## src/design/abep_pkg.sv

```systemverilog
package abep_pkg;

   // size limits
   localparam int MaxWidth  = 2048;
   localparam int MaxHeight = 2048;

   localparam int CfgW   = 12;
   localparam int DimW   = $clog2(MaxWidth) + 1;
   localparam int ColW   = $clog2(MaxWidth);
   localparam int CntW   = $clog2(MaxWidth * MaxHeight) + 1;
   // raw ring holds more than two full lines plus the window overhang
   localparam int RawAw  = $clog2(4 * MaxWidth);
   localparam int QDepth = 4;
   localparam int QAw    = $clog2(QDepth);

   localparam logic [31:0] ALPHA_MASK = 32'hff000000;
   localparam logic [31:0] RED_MASK   = 32'h000000ff;
   localparam logic [31:0] GREEN_MASK = 32'h0000ff00;
   localparam logic [31:0] BLUE_MASK  = 32'h00ff0000;

   typedef logic [31:0] pixel_type;

   typedef enum logic [1:0] {
      CSR_IMAGE_WIDTH,
      CSR_IMAGE_HEIGHT,
      CSR_SRC_WIDTH,
      CSR_SRC_HEIGHT
   } csr_index_type;

   // effective sizes
   typedef struct packed {
      logic [DimW-1:0] w;
      logic [DimW-1:0] h;
      logic [DimW-1:0] sw;
      logic [DimW-1:0] sh;
   } cfg_type;

   // one output pixel to compute
   typedef struct packed {
      logic [RawAw-1:0] addr;
      logic [DimW-1:0]  ox;
      logic [DimW-1:0]  oy;
      logic             last;
   } job_type;

   typedef struct packed {
      logic             en;
      logic [RawAw-1:0] addr;
      pixel_type        data;
   } raw_wr_type;

   typedef enum logic [2:0] {
      BK_IDLE,
      BK_READ,
      BK_LAST,
      BK_DIV,
      BK_OUT
   } back_state_type;

   // clamp a size register to 1..limit
   function automatic logic [DimW-1:0] eff_size(input logic [CfgW-1:0] v,
                                                input logic [DimW-1:0] lim);
      logic [DimW-1:0] r;
      if (v == '0) r = DimW'(1);
      else if (DimW'(v) > lim) r = lim;
      else r = DimW'(v);
      return r;
   endfunction

   // ceil(2^16 / n), exact floor division for sums below 2^11
   function automatic logic [16:0] recip(input logic [3:0] n);
      logic [16:0] r;
      case (n)
         4'd1:    r = 17'd65536;
         4'd2:    r = 17'd32768;
         4'd3:    r = 17'd21846;
         4'd4:    r = 17'd16384;
         4'd5:    r = 17'd13108;
         4'd6:    r = 17'd10923;
         4'd7:    r = 17'd9363;
         4'd8:    r = 17'd8192;
         default: r = 17'd0;
      endcase
      return r;
   endfunction

endpackage

```

## src/design/abep_queue.sv

```systemverilog
module abep_queue (
   input  logic              clock,
   input  logic              reset,
   input  logic              push,
   input  abep_pkg::job_type push_job,
   input  logic              pop,
   output abep_pkg::job_type head_job,
   output logic              full,
   output logic              empty
);
   import abep_pkg::*;

   job_type          slot_ff [QDepth];
   logic [QAw-1:0]   wp_ff, rp_ff;
   logic [QAw:0]     cnt_ff;

   assign full     = cnt_ff == (QAw+1)'(QDepth);
   assign empty    = cnt_ff == '0;
   assign head_job = slot_ff[rp_ff];

   // payload slots
   always_ff @(posedge clock) begin
      if (push) slot_ff[wp_ff] <= push_job;
   end

   // pointers
   always_ff @(posedge clock) begin
      if (reset) begin
         wp_ff  <= '0;
         rp_ff  <= '0;
         cnt_ff <= '0;
      end else begin
         if (push) wp_ff <= wp_ff + QAw'(1);
         if (pop)  rp_ff <= rp_ff + QAw'(1);
         cnt_ff <= cnt_ff + (QAw+1)'(push) - (QAw+1)'(pop);
      end
   end

endmodule

```

## config.mk

```make
export PLATFORM = sky130hd
export DESIGN_NAME = abep_queue
export DESIGN_NICKNAME = d
export VERILOG_FILES = /design/src/design/abep_pkg.sv /design/src/design/abep_queue.sv
export SDC_FILE = /design/constraint.sdc
export NUM_CORES = 1
export LEC_CHECK = 0
export BUFFER_PORTS_ARGS = -buffer_cell sky130_fd_sc_hd__buf_4
export CAP_MARGIN = 10
export CORE_ASPECT_RATIO = 0.6
export CORE_MARGIN = 2
export CORE_UTILIZATION = 55
export CTS_CLUSTER_DIAMETER = 120
export CTS_CLUSTER_SIZE = 16
export DETAILED_ROUTE_END_ITERATION = 16
export PLACE_DENSITY_LB_ADDON = 0.05
export SLEW_MARGIN = 20
export SYNTH_ARGS = -nofsm -noshare
export SYNTH_HDL_FRONTEND = slang
export SYNTH_SLANG_ARGS = --single-unit
```

## constraint.sdc

```tcl
create_clock -name clock -period 3.2 [get_ports clock]
set_clock_uncertainty 0.1 [all_clocks]
set_input_delay 0.48 -clock clock [delete_from_list [all_inputs] [get_ports clock]]
set_output_delay 0.48 -clock clock [all_outputs]
set_load 0.005 [all_outputs]
```

==> results of run 1 <==
[layout make-up]
class,instances,area (sq um)
Tap cell,139,173.9
Multi-Input combinational cell,65,1097
Inverter,6,22.52
Fill cell,665,3179
Clock inverter,14,170.2
Sequential cell,161,4747
Clock buffer,18,429.2
Timing Repair Buffer,92,703.2
[cell families (layout without fill, tap and decap cells)]
group,after synthesis,count (layout),share of synthesized area
multiplexers,39,39,0.1458
buffers and inverters,14,130,0.01686
XOR/XNOR,3,3,0.006955
AND/OR/NAND/NOR,14,14,0.01264
flip-flops,161,161,0.7992
AO/OA/AOI/OAI,2,2,0.002528
adder cells (fa/ha/maj),7,7,0.01602
[through the flow]
stage | hold WS [ns] | power, W | utilization | cell area, sq um
global route | 0.1443 | 0.005156 | 0.6979 | 7343
finish | 0.1599 | 0.004973 | 0.6979 | 7343
CTS | 0.1436 | 0.005022 | 0.6979 | 7343
floorplan | 0.3918 | 0.002759 | - | 5937
global placement | 0.4124 | 0.002993 | 0.6409 | 6744
detailed placement | 0.4376 | 0.003009 | 0.6409 | 6744
[placed cells by master, fill, tap and decap left out, drive strengths merged, types with 2 or more instances in the layout]
master / count
mux4: 38
dfxtp: 9
ha: 6
clkinvlp: 2
bufinv: 2
xnor2: 2
and2: 4
nor2b: 2
clkinv: 3
buf: 92
edfxtp: 152
inv: 13
clkbuf: 18
nor2: 5
[power by group]
group	total (W)	switching, W	internal [W]
registers	0.00247	0.0000474	0.00242
clock network	0.00202	0.000842	0.00118
logic	0.000486	0.000201	0.000285
total	0.00497	0.00109	0.00388
[synth_stat cells]
library cell  number
edfxtp_1         152
mux4_2            38
dfxtp_1            9
ha_1               6
inv_1              6
nor2_1             5
and2_1             4
buf_2              3
buf_12             2
nor2b_1            2
xnor2_1            2
a21bo_2            1
a21oi_1            1
and3_1             1
buf_4              1
buf_6              1
clkbuf_1           1
fa_1               1
mux2i_1            1
nand3b_1           1
nor3_1             1
xor3_1             1
[flip-flops by register name, summed over array words and instances, names as in the netlist, named ones only]
signal	flops
cnt_ff	3
slot_ff	152
wp_ff	2
rp_ff	2
[worst max-delay path, delay by kind of cell (launching register included)]
family	cells	cell delay (ns)
buffers and inverters	2	0.44
muxes	1	0.52
DFF	1	0.70
[path summary, 6_finish.rpt]
kind,from,end,slack [ns],depth (start not counted)
setup reg to reg,wp_ff[0]$_SDFFE_PP0P_,slot_ff[0][8]$_DFFE_PP_,1.26,4
hold reg to reg,rp_ff[0]$_SDFFE_PP0P_,flop,0.45,2
hold / removal,push_job[6],slot_ff[0][6]$_DFFE_PP_,0.16,1
setup / recovery,flop,head_job[35],0.55,3
[metal layers]
layer	routed length, um	part of all wire	GRT usage	up-vias
met3	597	0.059	0.07245	6
met1	4564	0.45	0.2594	1380
met5	0	0	0	-
li1	-	-	-	1209
met2	4912	0.48	0.2867	69
met4	82	0.0081	0.06401	0
==> results.py, run 1 <==
metrics = {
    "critical_path": {
        "critPathMaxStageDelay_ns": 0.70,
        "cpMostUsedCell": "buf_4",
        "slowest_stage": "dfxtp_2",
        "cp_data_required_time_ns": 2.62,
        "worstSetupStartpointType": "flop",
        "critPathArrivalTime_ns": 2.07,
        "end_kind": "output port",
        "cp_cell_sequence": "buf_4 -> mux4_2 -> buf_4",
        "worstPathMaxFanout": 16,
        "critPathKind": "reg -> out",
    },
    "sta": {
        "fmax_mhz": 377.3,
        "relSlewSlack": 0.5783,
        "setup_viol": 0,
        "worstMarginPinSlew_ns": 0.6325,
        "rsz0062_at_grt": "false",
        "setup_ws_ns": 0.5497,
        "final_hold_viol_count": 0,
        "timing.final.crit_share": 0.8282,
        "drv_slew": 0,
        "period_minus_slack_ns": 2.650,
        "finalSetupTns_ns": 0,
    },
    "clock_tree": {
        "cts_tree": "yes",
        "hold_buffers": 0,
        "htreeDepth": 4,
        "cts_sinks": 161,
        "cts_setup_buffers": 0,
        "clk_latency_ns": 0.41,
        "clk_pin_slew_ns": 0.07,
        "cts-resized-gates": 0,
        "cts_buffer_depth": 2,
        "root_buffer": "clkbuf_16",
        "cts_made_buffers": 17,
    },
    "status": {
        "outcome": "completed",
    },
    "place": {
        "place_congestion": 0.6834,
        "preCtsSetupSlack_ns": 0.9165,
        "portBuffers": 81,
        "dp_hpwl_um": 6455,
        "numPlacedInstances": 463,
    },
    "synth": {
        "ys_ff_latch": 161,
        "synthCells": 240,
        "yosysTopAreaCell": "edfxtp_1",
        "netlist.area_leader.share": 0.7688,
        "yosys.cell_types.count": 22,
        "synth_area_leaders": "edfxtp_1 77%, mux4_2 14%, dfxtp_1 3.0%",
        "syn_area_sq_um": 5937,
        "synth-seq-area-share": 0.7992,
        "syn_area_per_cell_sq_um": 24.74,
        "yosysWarnings": 0,
        "synth_nets": 289,
    },
    "cells_and_area": {
        "layoutNonFillerInstCount": 495,
        "fin_nets": 392,
        "drive_above_1_share": 0.4719,
        "syn_to_final_growth_pct": 23.69,
        "diodes": 0,
    },
    "floorplan": {
        "coreArea_sq_um": 10520,
        "ioPinCount": 82,
        "initial_core_util": 0.5642,
        "die-area_sq_um": 11670,
        "num_rows": 29,
        "die_y_um": 84.48,
        "dieWidth_um": 138.1,
    },
    "drt": {
        "dr.pass1.iters": 4,
        "first_iter_violations": 156,
        "vias": 2664,
        "postRouteAntennaNets": 0,
        "post_drt_via_cell_ratio": 5.382,
        "drcViolationCount": 0,
        "wl_um": 10160,
        "wl_per_cell_um": 20.52,
    },
    "grt": {
        "grt_overflow": 0,
        "antenna_found_initial": 0,
        "grt_pass1_vias": 2891,
        "grt_usage": 0.1893,
        "grt_max_degree": 27,
        "grt_pass1_wl_um": 16040,
    },
    "hold_path": {
        "hp-class": "in -> reg",
    },
    "run": {
        "cap_violations": 0,
    },
    "power_and_ir_drop": {
        "vdd_ir_drop_max_uv": 457.8,
        "powerDensity_nw_per_um2": 677.2,
        "cellLeakagePower_nw": 2.553,
    },
}
Power figures use the tool's default switching activity.
==> run 2: changes to the inputs <==
==> constraint.sdc (replaced) <==
create_clock -name clock -period 2.64 [get_ports clock]
set_clock_uncertainty 0.1 [all_clocks]
set_input_delay 0.396 -clock clock [delete_from_list [all_inputs] [get_ports clock]]
set_output_delay 0.396 -clock clock [all_outputs]
set_load 0.005 [all_outputs]
==> results.py, run 2 (same netlist as run 1, synthesis figures left out) <==
metrics = {
    "critical_path": {
        "cp_cell_sequence": "buf_4 -> mux4_2 -> buf_4",
        "cp.buffers_inverters": 2,
        "critPathMaxStageDelay_ns": 0.59,
        "critPathArrivalTime_ns": 1.83,
        "cpMostUsedCell": "buf_4",
        "critPathKind": "reg -> out",
        "r2r_slack_ns": 0.77,
        "r2r_start": "cnt_ff[0]$_SDFF_PP0_",
        "cp_data_required_time_ns": 2.14,
        "r2r-end": "cnt_ff[2]$_SDFF_PP0_",
        "reg2regPathDepth": 7,
        "end_kind": "output port",
        "worstSetupStartpointType": "flop",
        "slowest_stage": "mux4_2",
        "worstPathMaxFanout": 19,
        "path_delay_family": "multiplexers",
    },
    "floorplan": {
        "ioPinCount": 82,
        "initial_core_util": 0.5642,
        "coreArea_sq_um": 10520,
        "die_y_um": 84.48,
        "die-area_sq_um": 11670,
        "dieWidth_um": 138.1,
        "num_rows": 29,
    },
    "drt": {
        "wl_per_cell_um": 20.19,
        "route.met3.wl_um": 680,
        "vias": 2656,
        "wl_um": 9911,
        "top_layer": "met4",
        "dr_wl_met2_um": 4687,
        "drcViolationCount": 0,
        "post_drt_via_cell_ratio": 5.409,
        "postRouteAntennaNets": 0,
        "first_iter_violations": 163,
        "wl_met1_um": 4480,
        "dr.pass1.iters": 4,
    },
    "hold_path": {
        "min_from": "push_job[4]",
        "min_to": "slot_ff[3][4]$_DFFE_PP_",
        "whs_path_depth": 1,
        "hp-class": "in -> reg",
    },
    "clock_tree": {
        "cts_made_buffers": 17,
        "clk_pin_slew_ns": 0.07,
        "hold_buffers": 0,
        "cts_buffer_depth": 2,
        "clk_latency_ns": 0.40,
        "cts_tree": "yes",
        "root_buffer": "clkbuf_16",
        "cts-resized-gates": 0,
        "cts_setup_buffers": 0,
        "htreeDepth": 4,
        "cts_sinks": 161,
    },
    "cells_and_area": {
        "diodes": 0,
        "largest_reg_flops": 152,
        "syn_to_final_growth_pct": 23.69,
        "drive_above_1_share": 0.4631,
        "layoutNonFillerInstCount": 491,
        "most-common-layout-cells": "152 x edfxtp_1, 83 x buf_4, 38 x mux4_2",
        "fin_nets": 388,
        "reg_top3": "slot_ff (152), cnt_ff (3)",
        "final_common_cell": "edfxtp_1",
        "top_register": "slot_ff",
    },
    "grt": {
        "grt_max_degree": 39,
        "grt_usage": 0.1833,
        "antenna_found_initial": 0,
        "grt_pass1_vias": 2839,
        "grt_overflow": 0,
        "grt_pass1_wl_um": 15730,
    },
    "sta": {
        "drv_slew": 0,
        "whs_ns": 0.07725,
        "final_hold_viol_count": 0,
        "timing.final.crit_share": 0.8799,
        "worstMarginPinSlew_ns": 0.4641,
        "setup_viol": 0,
        "fmax_mhz": 430.5,
        "period_minus_slack_ns": 2.323,
        "finalSetupTns_ns": 0,
        "rsz0062_at_grt": "false",
        "relSlewSlack": 0.6906,
    },
    "place": {
        "numPlacedInstances": 459,
        "portBuffers": 81,
        "place_congestion": 0.6773,
        "dp_hpwl_um": 6028,
    },
    "run": {
        "cap_violations": 0,
    },
    "power_and_ir_drop": {
        "cellLeakagePower_nw": 2.537,
        "p_total_w": 0.005965,
        "powerDensity_nw_per_um2": 812.3,
        "vdd_ir_drop_max_uv": 437.2,
    },
    "status": {
        "outcome": "completed",
    },
}
[run 2: cell count changes in the layout (fill, tap and decap cells not counted), sizes merged]
| cell | before | now |
|---|---|---|
| buf | 92 | 88 |
| clkbuf | 18 | 17 |
| clkinv | 3 | 4 |
[run 2: power breakdown]
part | internal (W) | switching, W | total (W)
clock network | 0.00140 | 0.000978 | 0.00238
registers | 0.00293 | 0.0000410 | 0.00297
logic | 0.000349 | 0.000261 | 0.000609
total | 0.00469 | 0.00128 | 0.00596
[run 2: worst max path at each step]
| stage | to | from | cells past startpoint |
|---|---|---|---|
| after floorplan | slot_ff[2][0]$_DFFE_PP_ | wp_ff[0]$_SDFFE_PP0P_ | 3 |
| after global placement | cnt_ff[2]$_SDFF_PP0_ | pop | 7 |
| after detailed placement | cnt_ff[2]$_SDFF_PP0_ | pop | 7 |
| after CTS | head_job[22] | flop | 3 |
| after global routing | head_job[36] | flop | 3 |
| final | head_job[36] | flop | 3 |
[run 2: final cells by class]
| cell class | instances | area (sq um) |
|---|---|---|
| flip-flops and latches | 161 | 4747 |
| fillers | 679 | 3179 |
| multi-input cells | 65 | 1097 |
| repair buffers | 88 | 723.2 |
| clock buffers | 17 | 425.4 |
| well taps | 139 | 173.9 |
| clock inverters | 15 | 153.9 |
| inverters | 6 | 22.52 |
[run 2: metrics by stage]
stage | setup slack, ns | util | area, sq um
finish | 0.3172 | 0.6979 | 7343
global route | 0.2018 | 0.6979 | 7343
CTS | 0.2607 | 0.6979 | 7343
detailed placement | 0.6436 | 0.6428 | 6764
global placement | 0.6642 | 0.6428 | 6764
floorplan | 0.6752 | - | 5937
[run 2: routing by layer]
layer  GRT usage  up-vias
li1            -     1203
met4     0.07514        0
met1      0.2504     1354
met5           0        -
met3     0.05762        5
met2      0.2817       94
[run 2: worst register-to-register path: stages (launching register included)]
cell,delay [ns]
dfxtp_1,0.35
inv_1,0.06
ha_1,0.27
inv_1,0.04
ha_1,0.18
fa_1,0.36
xor3_1,0.38
nor2_1,0.04
==> run 3: changes to the inputs <==
--- a/config.mk
+++ b/config.mk
@@ -13,6 +13,7 @@
 export CTS_CLUSTER_DIAMETER = 120
 export CTS_CLUSTER_SIZE = 16
 export DETAILED_ROUTE_END_ITERATION = 16
+export MAX_ROUTING_LAYER = met4
 export PLACE_DENSITY_LB_ADDON = 0.05
 export SLEW_MARGIN = 20
 export SYNTH_ARGS = -nofsm -noshare
==> constraint.sdc (replaced) <==
create_clock -name clock -period 2.5 [get_ports clock]
set_clock_uncertainty 0.1 [all_clocks]
set_input_delay 0.375 -clock clock [delete_from_list [all_inputs] [get_ports clock]]
set_output_delay 0.375 -clock clock [all_outputs]
set_load 0.005 [all_outputs]
==> results.py, run 3 (same netlist as run 1, synthesis figures left out) <==
metrics = {
    "status": {
        "outcome": "completed",
    },
    "critical_path": {
        "cp_data_required_time_ns": 2.03,
        "crit_cells": 3,
        "critPathKind": "reg -> out",
        "end_kind": "output port",
        "slowest_stage": "mux4_2",
        "critPathMaxStageDelay_ns": 0.59,
        "cpMostUsedCell": "buf_4",
        "r2r-end": "cnt_ff[2]$_SDFF_PP0_",
        "cp.buffers_inverters": 2,
        "cp_cell_sequence": "buf_4 -> mux4_2 -> buf_4",
        "reg2regPathDepth": 7,
        "r2r_start": "cnt_ff[0]$_SDFF_PP0_",
        "worstSetupStartpointType": "flop",
        "critPathArrivalTime_ns": 1.84,
        "path_delay_family": "multiplexers",
        "worstPathMaxFanout": 19,
        "r2r_slack_ns": 0.64,
    },
    "cells_and_area": {
        "multi_input_area_sq_um": 1097,
        "largest_reg_flops": 152,
        "reg_top3": "slot_ff (152), cnt_ff (3)",
        "drive_above_1_share": 0.4659,
        "nFillCells": 662,
        "diodes": 0,
        "top_register": "slot_ff",
        "fin_nets": 388,
        "most-common-layout-cells": "152 x edfxtp_1, 83 x buf_4, 38 x mux4_2",
        "regArea_sq_um": 4747,
        "syn_to_final_growth_pct": 23.62,
        "final_util": 0.6975,
        "final_common_cell": "edfxtp_1",
    },
    "run": {
        "cap_violations": 0,
    },
    "clock_tree": {
        "cts-resized-gates": 0,
        "cts_tree": "yes",
        "clk_pin_slew_ns": 0.07,
        "root_buffer": "clkbuf_16",
        "hold_buffers": 0,
        "clk_latency_ns": 0.40,
        "cts_made_buffers": 17,
        "htreeDepth": 4,
        "cts_sinks": 161,
        "cts_setup_buffers": 0,
        "cts_buffer_depth": 2,
    },
    "drt": {
        "dr.pass1.iters": 4,
        "drcViolationCount": 0,
        "first_iter_violations": 186,
        "wl_um": 9865,
        "post_drt_via_cell_ratio": 5.434,
        "postRouteAntennaNets": 0,
        "wl_per_cell_um": 20.09,
        "vias": 2668,
    },
    "power_and_ir_drop": {
        "clkPwrFrac": 0.395,
        "p_sw_w": 0.001389,
        "power_frac_seq": 0.501,
        "p_int_w": 0.004873,
        "vdd_ir_drop_max_uv": 556.3,
        "pwr-share-comb": 0.103,
        "cellLeakagePower_nw": 2.526,
        "powerDensity_nw_per_um2": 853.2,
        "power_switching_share": 0.2218,
    },
    "floorplan": {
        "die_y_um": 84.48,
        "initial_core_util": 0.5642,
        "ioPinCount": 82,
        "die-area_sq_um": 11670,
        "dieWidth_um": 138.1,
        "num_rows": 29,
        "coreArea_sq_um": 10520,
    },
    "hold_path": {
        "whs_path_depth": 1,
        "hp-class": "in -> reg",
        "min_to": "slot_ff[2][14]$_DFFE_PP_",
        "min_from": "push_job[14]",
    },
    "sta": {
        "finalSetupTns_ns": 0,
        "worstMarginPinSlew_ns": 0.6091,
        "drv_slew": 0,
        "fmax_mhz": 432.3,
        "setup_viol": 0,
        "period_minus_slack_ns": 2.313,
        "timing.final.crit_share": 0.9252,
        "relSlewSlack": 0.5939,
        "whs_ns": 0.06160,
        "final_hold_viol_count": 0,
        "rsz0062_at_grt": "false",
    },
    "grt": {
        "antenna_found_initial": 0,
        "grt_overflow": 0,
        "grt_pass1_wl_um": 15750,
        "grt_usage": 0.1888,
        "grt_pass1_vias": 2820,
        "grt_max_degree": 39,
    },
    "place": {
        "place_congestion": 0.6818,
        "portBuffers": 81,
        "dp_hpwl_um": 5931,
    },
}
==> run 3: cell count changes in the layout (fill, tap and decap cells not counted), sizes merged <==
cell      delta
inv          +1
clkinv       -3
bufinv       -1
clkbuf       +1
clkinvlp     +2
==> run 3: worst max path at each step <==
stage | start | slack (ns) | to
finish | flop | 0.19 | head_job[24]
global route | flop | 0.07 | head_job[24]
CTS | flop | 0.14 | head_job[24]
detailed placement | pop | 0.52 | cnt_ff[2]$_SDFF_PP0_
global placement | pop | 0.54 | cnt_ff[2]$_SDFF_PP0_
floorplan | wp_ff[0]$_SDFFE_PP0P_ | 0.54 | slot_ff[2][0]$_DFFE_PP_
==> run 3: layout make-up <==
cell class	count	area share
clock buffer	18	0.05847
timing repair buffer	88	0.09853
sequential	161	0.6468
inverter	6	0.003069
tap	139	0.02370
multi-input combinational	65	0.1495
clock inverter	14	0.01995
==> run 3: per-layer routing <==
layer | global-route usage | vias to the layer above | routed length, um
met2 | 0.2759 | 62 | 4636
met4 | 0.06679 | 0 | 124
met5 | - | - | 0
met3 | 0.05305 | 12 | 539
met1 | 0.2613 | 1393 | 4566
li1 | - | 1201 | -
==> run 3: stage by stage <==
step / power (W) / worst slack (ns) / instance area, sq um / std cells
global route: 0.006508 / 0.06775 / 7340 / 491
CTS: 0.006322 / 0.1448 / 7340 / 491
global placement: 0.003841 / 0.5409 / 6764 / 459
floorplan: 0.003531 / 0.5352 / 5937 / 240
finish: 0.006262 / 0.1870 / 7340 / 491
detailed placement: 0.003856 / 0.5223 / 6764 / 459
==> run 3: power groups by stage <==
stage	combinational (W)	clock [W]	sequential (W)
6_report	0.000646	0.00248	0.00314
5_1_grt	0.000704	0.00265	0.00315
4_1_cts	0.000662	0.00252	0.00314
3_5_place_dp	0.000659	0	0.00320
3_3_place_gp	0.000650	0	0.00319
2_1_floorplan	0.000346	0	0.00319
