==> config.mk <==
export PLATFORM = sky130hd
export DESIGN_NAME = abep_front_flat
export DESIGN_NICKNAME = d
export VERILOG_FILES = /design/src/design/abep_pkg.sv /design/src/design/abep_req_if.sv /design/src/design/abep_front.sv /design/src/flat_wrapper.sv
export SDC_FILE = /design/constraint.sdc
export NUM_CORES = 1
export LEC_CHECK = 0
export BUFFER_PORTS_ARGS = -buffer_cell sky130_fd_sc_hd__buf_2
export CORE_AREA = 2 2 204 206
export CTS_CLUSTER_DIAMETER = 60
export DETAILED_ROUTE_END_ITERATION = 8
export DIE_AREA = 0 0 206 208
export GPL_ROUTABILITY_DRIVEN = 1
export PLACE_DENSITY_LB_ADDON = 0.15
export SYNTH_ARGS = -nofsm -noshare
export SYNTH_HDL_FRONTEND = slang
export SYNTH_SLANG_ARGS = --single-unit
==> constraint.sdc <==
create_clock -name clock -period 14.05 [get_ports clock]
set_input_delay 2.1075 -clock clock [delete_from_list [all_inputs] [get_ports clock]]
set_output_delay 2.1075 -clock clock [all_outputs]
set_load 0.005 [all_outputs]
==> src/design/abep_pkg.sv <==
package abep_pkg;

   // size limits
   localparam int MaxWidth  = 2048;
   localparam int MaxHeight = 2048;

   localparam int CfgW   = 12;
   localparam int DimW   = $clog2(MaxWidth) + 1;
   localparam int ColW   = $clog2(MaxWidth);
   localparam int CntW   = $clog2(MaxWidth * MaxHeight) + 1;
   // raw ring holds more than two full lines plus the window overhang
   localparam int RawAw  = $clog2(4 * MaxWidth);
   localparam int QDepth = 4;
   localparam int QAw    = $clog2(QDepth);

   localparam logic [31:0] ALPHA_MASK = 32'hff000000;
   localparam logic [31:0] RED_MASK   = 32'h000000ff;
   localparam logic [31:0] GREEN_MASK = 32'h0000ff00;
   localparam logic [31:0] BLUE_MASK  = 32'h00ff0000;

   typedef logic [31:0] pixel_type;

   typedef enum logic [1:0] {
      CSR_IMAGE_WIDTH,
      CSR_IMAGE_HEIGHT,
      CSR_SRC_WIDTH,
      CSR_SRC_HEIGHT
   } csr_index_type;

   // effective sizes
   typedef struct packed {
      logic [DimW-1:0] w;
      logic [DimW-1:0] h;
      logic [DimW-1:0] sw;
      logic [DimW-1:0] sh;
   } cfg_type;

   // one output pixel to compute
   typedef struct packed {
      logic [RawAw-1:0] addr;
      logic [DimW-1:0]  ox;
      logic [DimW-1:0]  oy;
      logic             last;
   } job_type;

   typedef struct packed {
      logic             en;
      logic [RawAw-1:0] addr;
      pixel_type        data;
   } raw_wr_type;

   typedef enum logic [2:0] {
      BK_IDLE,
      BK_READ,
      BK_LAST,
      BK_DIV,
      BK_OUT
   } back_state_type;

   // clamp a size register to 1..limit
   function automatic logic [DimW-1:0] eff_size(input logic [CfgW-1:0] v,
                                                input logic [DimW-1:0] lim);
      logic [DimW-1:0] r;
      if (v == '0) r = DimW'(1);
      else if (DimW'(v) > lim) r = lim;
      else r = DimW'(v);
      return r;
   endfunction

   // ceil(2^16 / n), exact floor division for sums below 2^11
   function automatic logic [16:0] recip(input logic [3:0] n);
      logic [16:0] r;
      case (n)
         4'd1:    r = 17'd65536;
         4'd2:    r = 17'd32768;
         4'd3:    r = 17'd21846;
         4'd4:    r = 17'd16384;
         4'd5:    r = 17'd13108;
         4'd6:    r = 17'd10923;
         4'd7:    r = 17'd9363;
         4'd8:    r = 17'd8192;
         default: r = 17'd0;
      endcase
      return r;
   endfunction

endpackage

==> src/design/abep_req_if.sv <==
interface abep_req_if;
   logic        valid;
   logic        ready;
   logic        req_type;
   logic [31:0] pixel_in;

   modport source(output valid, req_type, pixel_in, input ready);
   modport sink(input valid, req_type, pixel_in, output ready);
endinterface

==> src/design/abep_front.sv <==
module abep_front (
   input  logic                          clock,
   input  logic                          reset,
   input  logic                          csr_we,
   input  abep_pkg::csr_index_type       csr_index,
   input  logic [abep_pkg::CfgW-1:0]     csr_wdata,
   abep_req_if.sink                      req,
   input  logic                          q_full,
   output abep_pkg::cfg_type             cfg,
   output abep_pkg::raw_wr_type          raw_wr,
   output abep_pkg::job_type             job,
   output logic                          job_push
);
   import abep_pkg::*;

   logic [CfgW-1:0] img_w_ff, img_h_ff, src_w_ff, src_h_ff;
   logic [CntW-1:0] have_ff, have_in, out_cnt_ff;
   logic [DimW-1:0] ox_ff, oy_ff;
   logic [RawAw-1:0] base_ff;
   logic [DimW-1:0] w, h;
   logic [CntW-1:0] total;
   logic            accept, is_pix, emit, last;

   assign w     = eff_size(img_w_ff, DimW'(MaxWidth));
   assign h     = eff_size(img_h_ff, DimW'(MaxHeight));
   assign total = CntW'(w * h);

   assign cfg.w  = w;
   assign cfg.h  = h;
   assign cfg.sw = DimW'(src_w_ff);
   assign cfg.sh = DimW'(src_h_ff);

   // classify the incoming word
   assign req.ready = !q_full;
   assign accept    = req.valid && req.ready;
   assign is_pix    = (req.req_type == 1'b0) && (have_ff < total);
   assign have_in   = have_ff + CntW'(accept && is_pix);
   assign emit      = accept && (out_cnt_ff < total) &&
                      ((have_in == total) ||
                       (have_in >= out_cnt_ff + CntW'(w) + CntW'(2)));
   assign last      = (out_cnt_ff + CntW'(1)) == total;

   // each frame lands after the previous one in the ring, so queued jobs
   // of a finished frame still see their pixels
   assign raw_wr.en   = accept && is_pix;
   assign raw_wr.addr = base_ff + have_ff[RawAw-1:0];
   assign raw_wr.data = req.pixel_in;

   assign job_push = emit;
   assign job.addr = base_ff + out_cnt_ff[RawAw-1:0];
   assign job.ox   = ox_ff;
   assign job.oy   = oy_ff;
   assign job.last = last;

   // configuration and position counters
   always_ff @(posedge clock) begin
      if (reset) begin
         img_w_ff   <= CfgW'(64);
         img_h_ff   <= CfgW'(64);
         src_w_ff   <= CfgW'(64);
         src_h_ff   <= CfgW'(64);
         have_ff    <= '0;
         out_cnt_ff <= '0;
         ox_ff      <= '0;
         oy_ff      <= '0;
         base_ff    <= '0;
      end else if (csr_we) begin
         case (csr_index)
            CSR_IMAGE_WIDTH:  img_w_ff <= csr_wdata;
            CSR_IMAGE_HEIGHT: img_h_ff <= csr_wdata;
            CSR_SRC_WIDTH:    src_w_ff <= csr_wdata;
            CSR_SRC_HEIGHT:   src_h_ff <= csr_wdata;
            default:          img_w_ff <= img_w_ff;
         endcase
         have_ff    <= '0;
         out_cnt_ff <= '0;
         ox_ff      <= '0;
         oy_ff      <= '0;
      end else if (emit && last) begin
         have_ff    <= '0;
         out_cnt_ff <= '0;
         ox_ff      <= '0;
         oy_ff      <= '0;
         base_ff    <= base_ff + total[RawAw-1:0];
      end else begin
         have_ff <= have_in;
         if (emit) begin
            out_cnt_ff <= out_cnt_ff + CntW'(1);
            if (ox_ff + DimW'(1) >= w) begin
               ox_ff <= '0;
               oy_ff <= oy_ff + DimW'(1);
            end else begin
               ox_ff <= ox_ff + DimW'(1);
            end
         end
      end
   end

endmodule

==> src/flat_wrapper.sv <==
// flat-port wrapper written by rule: the top's interface ports become plain ports
module abep_front_flat import abep_pkg::*;
  (clock, reset, csr_we, csr_index, csr_wdata, q_full, cfg, raw_wr, job, job_push, req_valid, req_req_type, req_pixel_in, req_ready);
  abep_req_if req_i ();
  input  logic clock;
  input  logic reset;
  input  logic csr_we;
  input  abep_pkg::csr_index_type csr_index;
  input  logic [abep_pkg::CfgW-1:0] csr_wdata;
  input  logic q_full;
  output abep_pkg::cfg_type cfg;
  output abep_pkg::raw_wr_type raw_wr;
  output abep_pkg::job_type job;
  output logic job_push;
  input wire logic [$bits(req_i.valid)-1:0] req_valid;
  input wire logic [$bits(req_i.req_type)-1:0] req_req_type;
  input wire logic [$bits(req_i.pixel_in)-1:0] req_pixel_in;
  output wire logic [$bits(req_i.ready)-1:0] req_ready;
  assign req_i.valid = req_valid;
  assign req_i.req_type = req_req_type;
  assign req_i.pixel_in = req_pixel_in;
  assign req_ready = req_i.ready;
  abep_front u_core (.clock(clock), .reset(reset), .csr_we(csr_we), .csr_index(csr_index), .csr_wdata(csr_wdata), .req(req_i), .q_full(q_full), .cfg(cfg), .raw_wr(raw_wr), .job(job), .job_push(job_push));
endmodule
==> qor.tcl, run 1 <==
set qor(run_status) {finished clean}
set qor(cp-start-kind) {register}
set qor(h-tree-depth) 4
set qor(netlist_instances) 2056
set qor(antenna_cells) 0
set qor(finalSetupTns_ns) 0
set qor(drt.antenna.violating_nets) 0
set qor(number_of_buffer_and_inverter_instances_along_the_worst_setup_path) 9
set qor(count_of_cell_instances_traversed_by_the_critical_path) 42
set qor(ctsRootBufferMaster) {sky130_fd_sc_hd__clkbuf_16}
set qor(num_io_pins) 186
set qor(globalRouteOverflowTotal) 0
set qor(cts-buffers-inserted) 17
set qor(yosys_warnings) 0
set qor(rows) 74
set qor(drv.max_cap_violation_count) 0
set qor(worstHoldPathType) {reg -> reg}
set qor(synth_cell_type_count) 62
set qor(min_period_over_period_pct) 97.0
set qor(synthesis.area_per_instance_sq_um) 7.79
set qor(rr_worst_depth) 44
set qor(antenna_found_initial) 0
set qor(p_leak_nw) 8.35
set qor(crit_slowest_cell) {sky130_fd_sc_hd__or4_4}
set qor(avgRoutedWirePerCell_microns) 18.8
set qor(grtUsageTotal_pct) 23.6
set qor(combinationalPowerShare_pct) 18.9
set qor(p_sw_share_pct) 28.8
set qor(setup.worst_path.class) {reg -> out}
set qor(timing.final.setup_violations) 0
set qor(post_dp_cell_area_sq_um) 17000
set qor(cell_internal_pwr_mw) 0.768
set qor(final_hold_viol_count) 0
set qor(vdd_drop_max_mv) 0.0772
set qor(die_height_microns) 208
set qor(synth_enable_flop_cells) 0
set qor(starting_density_pct) 39.5
set qor(fp.coreArea_sq_um) 40600
set qor(mappedNetlistArea_sq_um) 16000
set qor(setup_slack_ns) 0.428
set qor(wirelength_microns) 50100
set qor(place.detailed.hpwl_microns) 39900
set qor(crit_path_max_incr_delay_ns) 0.62
set qor(final_instance_area_sq_um) 17900
set qor(power_frac_clock_pct) 45.8
set qor(drc) 0
set qor(net_switching_power_figure_mw) 0.311
set qor(netlist.top_cell.by_area) {sky130_fd_sc_hd__dfxtp_1}
set qor(yosys.area.top_type_share_pct) 16.4
set qor(gp_congestion) 0.899
set qor(final.setup_skew_ns) 0.0149
set qor(asyncSetResetFlopFracSynth_pct) 0
set qor(max_clock_freq_mhz) 73.4
set qor(mapped_nets) 2409
set qor(netlist_top_cells_area) {sky130_fd_sc_hd__dfxtp_1, sky130_fd_sc_hd__ha_1, sky130_fd_sc_hd__fa_1}
set qor(drv_slew) 0
set qor(r2r_setup_slack_ns) 1.72
set qor(worst_ep_required_time_ns) 11.94
set qor(route.vias.total) 14600
set qor(yosysSeqAreaShare_pct) 16.4
set qor(worst_setup_path_endpoint) {job_push}
set qor(mostFrequentLayoutCell) {sky130_fd_sc_hd__nand2_1}
set qor(critPathTopFamily) {adder cells}
set qor(clk_path_buf_depth) 2
set qor(layout.cells.most_common_list) {sky130_fd_sc_hd__nand2_1, sky130_fd_sc_hd__inv_1, sky130_fd_sc_hd__ha_1}
set qor(synth_seq_cells) 131
set qor(worst-endpoint-arrival_ns) 11.51
set qor(post_drt_via_cell_ratio) 5.48
set qor(grt_pass1_wl_microns) 79100
set qor(dieWidth_microns) 206
set qor(timing.final.crit_period_ns) 13.62
set qor(first_pass_iteration_count_of_the_detailed_router) 5
set qor(total_number_of_clock_tree_sinks) 131
set qor(cp-startpoint) {u_core.img_w_ff[3]}
set qor(timing.slew.headroom_pct) 16.2
set qor(power_density_nw_per_um2) 60.2
set qor(grt_pass1_vias) 14000
set qor(design.die.area_sq_um) 42800
set qor(drive_above_1_share_pct) 12.4
set qor(worst_setup_hold_path_clk_slew_ns) 0.05
set qor(sort_of_element_at_the_end_of_the_critical_path) {output pin}
set qor(port-buffer-count) 121
set qor(cts_tree) {yes}
set qor(worstReg2RegStart) {u_core.img_w_ff[3]}
set qor(dp_slack_ns) 0.100
set qor(synthToLayoutAreaGrowth_pct) 11.8
set qor(r2r_end) {u_core.have_ff[20]}
set qor(pwr-share-seq_pct) 35.3
set qor(slew_at_the_pin_closest_to_its_max_slew_limit_ns) 1.25
set qor(dr.first_iter.drc_count) 952
set qor(clk-insertion-delay-late_ns) 0.45
set qor(grt_max_degree) 94
set qor(worstPathMaxFanout) 7
set qor(synth-main-ff-cell) {sky130_fd_sc_hd__dfxtp_1}
set qor(final_net_count) 2470
## stage by stage
step	instances	util [%]	hold slack (ns)	power [mW]
final	2662	44.2	0.455	1.08
after CTS	2656	43.6	0.460	1.08
after global routing	2662	44.2	0.477	1.12
after global placement	2623	42.0	0.441	0.585
after detailed placement	2623	42.0	0.450	0.586
after floorplan	2056	-	0.436	0.521
## state kept, by name, summed over array words and instances (netlist names)
| signal | flops |
|---|---|
| u_core.img_w_ff | 12 |
| u_core.ox_ff | 12 |
| u_core.out_cnt_ff | 23 |
| u_core.src_h_ff | 12 |
| u_core.base_ff | 13 |
| u_core.have_ff | 23 |
| u_core.src_w_ff | 12 |
| u_core.oy_ff | 12 |
| u_core.img_h_ff | 12 |
## synthesized netlist by cell type (14+ instances only)
master                     count
sky130_fd_sc_hd__o21a_1       16
sky130_fd_sc_hd__a21o_1       25
sky130_fd_sc_hd__or4_1        24
sky130_fd_sc_hd__fa_1        103
sky130_fd_sc_hd__a21oi_1     170
sky130_fd_sc_hd__nor3_1       37
sky130_fd_sc_hd__o31ai_1      21
sky130_fd_sc_hd__a211oi_1     14
sky130_fd_sc_hd__o211ai_1     19
sky130_fd_sc_hd__clkbuf_1     89
sky130_fd_sc_hd__ha_1        198
sky130_fd_sc_hd__xnor2_1      98
sky130_fd_sc_hd__a21boi_0     14
sky130_fd_sc_hd__nor2_1      140
sky130_fd_sc_hd__nor2b_1      39
sky130_fd_sc_hd__xor2_1       38
sky130_fd_sc_hd__nand2_1     247
sky130_fd_sc_hd__buf_4        33
sky130_fd_sc_hd__o21ai_0      82
sky130_fd_sc_hd__or3_1        24
sky130_fd_sc_hd__nand4_1      46
sky130_fd_sc_hd__nand2b_1     15
sky130_fd_sc_hd__inv_1       210
sky130_fd_sc_hd__dfxtp_1     131
sky130_fd_sc_hd__and2_1       22
sky130_fd_sc_hd__and3_1       17
sky130_fd_sc_hd__nand3_1      51
## cell type report
type,instances,area (sq um)
clock buffers,22,454
clock inverters,10,180
fillers,4199,22600
inverters,211,796
multi-input cells,1579,12200
flip-flops and latches,131,2630
well taps,532,666
repair buffers,177,1030
## tightest hold or removal path: cells and delay by family, from the launching register on
family | cells | cell delay, ns
and+or+nand+nor | 1 | 0.05
AOI/OAI and AO/OA | 1 | 0.06
DFF | 1 | 0.30
## timing repair
action                     4_1_cts  5_1_grt
setup endpoints to repair        1        1
resized for setup               13       41
hold endpoints to repair         0        0
setup buffers                    1        6
hold buffers                     0        0
pin swaps                        2       10
## how the worst min path moves through the flow
stage | slack [ns] | depth (start not counted) | start | endpoint
after floorplan | 0.44 | 2 | u_core.img_h_ff[0] | u_core.img_h_ff[0]
after global placement | 0.44 | 2 | u_core.src_h_ff[7] | u_core.src_h_ff[7]
after detailed placement | 0.45 | 2 | u_core.src_h_ff[9] | u_core.src_h_ff[9]
after CTS | 0.46 | 2 | u_core.src_h_ff[7] | u_core.src_h_ff[7]
after global routing | 0.48 | 2 | u_core.src_w_ff[3] | u_core.src_w_ff[3]
final | 0.46 | 2 | u_core.src_h_ff[11] | u_core.src_h_ff[11]
## power by group through the flow
stage          registers (mW)  clock network, mW  logic, mW
2_1_floorplan           0.388                  0      0.134
3_3_place_gp            0.388                  0      0.196
3_5_place_dp            0.389                  0      0.198
4_1_cts                 0.381              0.503      0.200
5_1_grt                 0.381              0.516      0.225
6_report                0.381              0.494      0.204
## kinds of logic (layout without fill, tap and decap cells)
| logic type | Yosys count | after routing | synth area share (%) |
|---|---|---|---|
| buffers and inverters | 346 | 420 | 9.05 |
| adder cells (fa/ha/maj) | 303 | 303 | 28.5 |
| flip-flops | 131 | 131 | 16.4 |
| XOR/XNOR | 140 | 140 | 8.00 |
| multiplexers | 4 | 4 | 0.266 |
| AND/OR/NAND/NOR | 712 | 712 | 21.7 |
| AO/OA/AOI/OAI | 420 | 420 | 16.2 |
## per-layer routing
| layer | share of wire (%) | vias up | track usage [%] |
|---|---|---|---|
| met1 | 47 | 6970 | 33.2 |
| met4 | 2.7 | 0 | 8.37 |
| met2 | 46 | 426 | 36.9 |
| met3 | 5.1 | 68 | 3.24 |
| met5 | 0 | - | 0 |
| li1 | - | 7130 | - |
(Power assumes the default switching activity.)
==> inputs of run 2 (changes only) <==
--- a/config.mk
+++ b/config.mk
@@ -5,6 +5,7 @@
 export SDC_FILE = /design/constraint.sdc
 export NUM_CORES = 1
 export LEC_CHECK = 0
+export ABC_AREA = 1
 export BUFFER_PORTS_ARGS = -buffer_cell sky130_fd_sc_hd__buf_2
 export CORE_AREA = 2 2 204 206
 export CTS_CLUSTER_DIAMETER = 60
==> run 2 against run 1 <==
Against the previous run: hold slack improved by 0.014 ns; clock power decreased by 5.7%; critical endpoint unchanged; register-to-register slack got worse by 0.04 ns; largest power group unchanged; die area unchanged.
==> qor.tcl, run 2 <==
set qor(sort_of_element_at_the_end_of_the_critical_path) {output pin}
set qor(slew_at_the_pin_closest_to_its_max_slew_limit_ns) 1.18
set qor(yosys.area.top_type_share_pct) 16.3
set qor(wirelength_microns) 51200
set qor(antenna_cells) 0
set qor(crit_slowest_cell) {sky130_fd_sc_hd__nor2_1}
set qor(avgRoutedWirePerCell_microns) 17.2
set qor(synthToLayoutAreaGrowth_pct) 9.24
set qor(dieWidth_microns) 206
set qor(synth_cell_type_count) 45
set qor(setup_slack_ns) 1.06
set qor(power.total_mw) 1.12
set qor(netlist.top_cell.by_area) {sky130_fd_sc_hd__dfxtp_1}
set qor(final_net_count) 2781
set qor(total_number_of_clock_tree_sinks) 131
set qor(dp_slack_ns) 1.26
set qor(drive_above_1_share_pct) 8.44
set qor(finalSetupTns_ns) 0
set qor(worst_setup_path_endpoint) {job_push}
set qor(final_hold_viol_count) 0
set qor(drv.max_cap_violation_count) 0
set qor(timing.slew.headroom_pct) 21.5
set qor(rr_worst_depth) 56
set qor(count_of_cell_instances_traversed_by_the_critical_path) 52
set qor(finalNonFillerCells) 2973
set qor(dp_cells) 2941
set qor(fp.coreArea_sq_um) 40600
set qor(layout.cells.most_common_list) {sky130_fd_sc_hd__nand2_1, sky130_fd_sc_hd__inv_1, sky130_fd_sc_hd__nor2_1}
set qor(worstPathMaxFanout) 8
set qor(drt.antenna.violating_nets) 0
set qor(min_period_over_period_pct) 92.5
set qor(hold-worst-slack_ns) 0.469
set qor(yosys_warnings) 0
set qor(netlist_top_cells_area) {sky130_fd_sc_hd__dfxtp_1, sky130_fd_sc_hd__ha_1, sky130_fd_sc_hd__nand2_1}
set qor(synth-main-ff-cell) {sky130_fd_sc_hd__dfxtp_1}
set qor(grt_max_degree) 60
set qor(num_io_pins) 186
set qor(port-buffer-count) 121
set qor(netlist_instances) 2361
set qor(critPathTopFamily) {simple AND/OR/NAND/NOR gates}
set qor(vdd_drop_max_mv) 0.0934
set qor(cp-start-kind) {register}
set qor(clk-insertion-delay-late_ns) 0.46
set qor(worst_setup_hold_path_clk_slew_ns) 0.06
set qor(r2r_end) {u_core.oy_ff[1]}
set qor(run_status) {finished clean}
set qor(clk_path_buf_depth) 2
set qor(place.detailed.hpwl_microns) 41900
set qor(globalRouteOverflowTotal) 0
set qor(leading_registers_by_flop_count) {u_core.have_ff: 23 flops, u_core.out_cnt_ff: 23 flops, u_core.base_ff: 13 flops}
set qor(final_instance_area_sq_um) 17500
set qor(crit_path_max_incr_delay_ns) 0.56
set qor(setup.worst_path.class) {reg -> out}
set qor(r2r_setup_slack_ns) 1.68
set qor(first_pass_iteration_count_of_the_detailed_router) 7
set qor(rows) 74
set qor(ctsRootBufferMaster) {sky130_fd_sc_hd__clkbuf_16}
set qor(timing.final.crit_period_ns) 12.99
set qor(max_clock_freq_mhz) 77.0
set qor(grtUsageTotal_pct) 24.6
set qor(timing.final.setup_violations) 0
set qor(mostFrequentLayoutCell) {sky130_fd_sc_hd__nand2_1}
set qor(final.setup_skew_ns) 0.0113
set qor(power_density_nw_per_um2) 63.9
set qor(drv_slew) 0
set qor(synthesis.area_per_instance_sq_um) 6.80
set qor(worstReg2RegStart) {u_core.img_h_ff[6]}
set qor(synthTopCellsByCount) {sky130_fd_sc_hd__nand2_1, sky130_fd_sc_hd__inv_1, sky130_fd_sc_hd__nor2_1}
set qor(antenna_found_initial) 0
set qor(ctsResizeCount) 0
set qor(worst-endpoint-arrival_ns) 10.89
set qor(dr.first_iter.drc_count) 1003
set qor(asyncSetResetFlopFracSynth_pct) 0
set qor(final_util_pct) 43.3
set qor(h-tree-depth) 4
set qor(route.vias.total) 15000
set qor(grt_pass1_wl_microns) 81200
set qor(mapped_nets) 2714
set qor(cts_setup_buffers) 0
set qor(yosysSeqAreaShare_pct) 16.3
set qor(post_drt_via_cell_ratio) 5.03
set qor(mappedNetlistArea_sq_um) 16100
set qor(design.die.area_sq_um) 42800
set qor(ctsHoldBuffers) 0
set qor(cts-buffers-inserted) 17
set qor(synth_seq_cells) 131
set qor(synth_enable_flop_cells) 0
set qor(cp-startpoint) {u_core.img_h_ff[6]}
set qor(die_height_microns) 208
set qor(post_dp_cell_area_sq_um) 16900
set qor(number_of_buffer_and_inverter_instances_along_the_worst_setup_path) 7
set qor(worstHoldPathType) {reg -> reg}
set qor(p_leak_nw) 9.03
set qor(cp_common_cell) {sky130_fd_sc_hd__nor2_1}
set qor(drc) 0
set qor(cts_tree) {yes}
set qor(yosys.cell_count.top_type) {sky130_fd_sc_hd__nand2_1}
set qor(worst_ep_required_time_ns) 11.94
set qor(setup_repair_after_global_routing_missed_its_margin) {no}
set qor(grt_pass1_vias) 14700
set qor(gp_congestion) 0.941
set qor(starting_density_pct) 39.6
==> run 2: cell types whose count changed after synthesis, moves of 24 or more <==
cell / change
sky130_fd_sc_hd__nor2_1: +130
sky130_fd_sc_hd__nor2b_1: -39
sky130_fd_sc_hd__or3_1: -24
sky130_fd_sc_hd__nand3_1: +57
sky130_fd_sc_hd__or4_1: -24
sky130_fd_sc_hd__xor2_1: +63
sky130_fd_sc_hd__clkbuf_1: -60
sky130_fd_sc_hd__inv_1: +161
sky130_fd_sc_hd__xnor2_1: -67
sky130_fd_sc_hd__nand2_1: +343
==> run 2: worst min-delay path by stage <==
stage / from / to / slack (ns) / cells after the start
finish: u_core.src_w_ff[6] / u_core.src_w_ff[6] / 0.47 / 2
global route: u_core.src_w_ff[6] / u_core.src_w_ff[6] / 0.50 / 2
CTS: u_core.src_w_ff[6] / u_core.src_w_ff[6] / 0.47 / 2
floorplan: u_core.img_h_ff[5] / u_core.img_h_ff[5] / 0.44 / 2
detailed placement: u_core.src_w_ff[6] / u_core.src_w_ff[6] / 0.45 / 2
global placement: u_core.src_h_ff[6] / u_core.src_h_ff[6] / 0.44 / 2
==> run 2: cell families (layout without fill, tap and decap cells) <==
group | after synthesis | count (layout) | synth area share [%]
AO/OA/AOI/OAI | 253 | 253 | 8.36
XOR/XNOR | 134 | 134 | 7.40
AND/OR/NAND/NOR | 1080 | 1080 | 27.9
buffers and inverters | 462 | 542 | 11.7
flip-flops | 131 | 131 | 16.3
adder cells (fa/ha/maj) | 301 | 301 | 28.3
==> run 2: power by group <==
part	switching (mW)	internal [mW]	leakage [nW]	total [mW]
logic	0.185	0.0870	7.68	0.273
clock network	0.209	0.257	0.293	0.466
registers	0.00474	0.379	1.06	0.383
==> run 2: worst reg2reg max path: cells and delay by family (launching register included) <==
family,cells,cell delay [ns]
buf+inv,8,1.57
simple gates,36,6.04
compound gates,2,0.27
flops,1,0.32
fa+ha+maj,10,4.04
==> run 2: layer usage <==
layer | wire length, microns | global-route usage (%) | vias up
met5 | 0 | 0 | -
met4 | 1760 | 9.14 | 0
met3 | 2730 | 5.17 | 76
met2 | 23400 | 39.8 | 370
met1 | 23300 | 32.2 | 7006
li1 | - | - | 7510
==> run 2: cell type report <==
cell class	count	area, sq um
Fill cell	4332	23000
Multi-Input combinational cell	1768	11600
Sequential cell	131	2620
Inverter	381	1430
Timing Repair Buffer	129	666
Tap cell	532	666
Clock buffer	18	439
Clock inverter	14	155
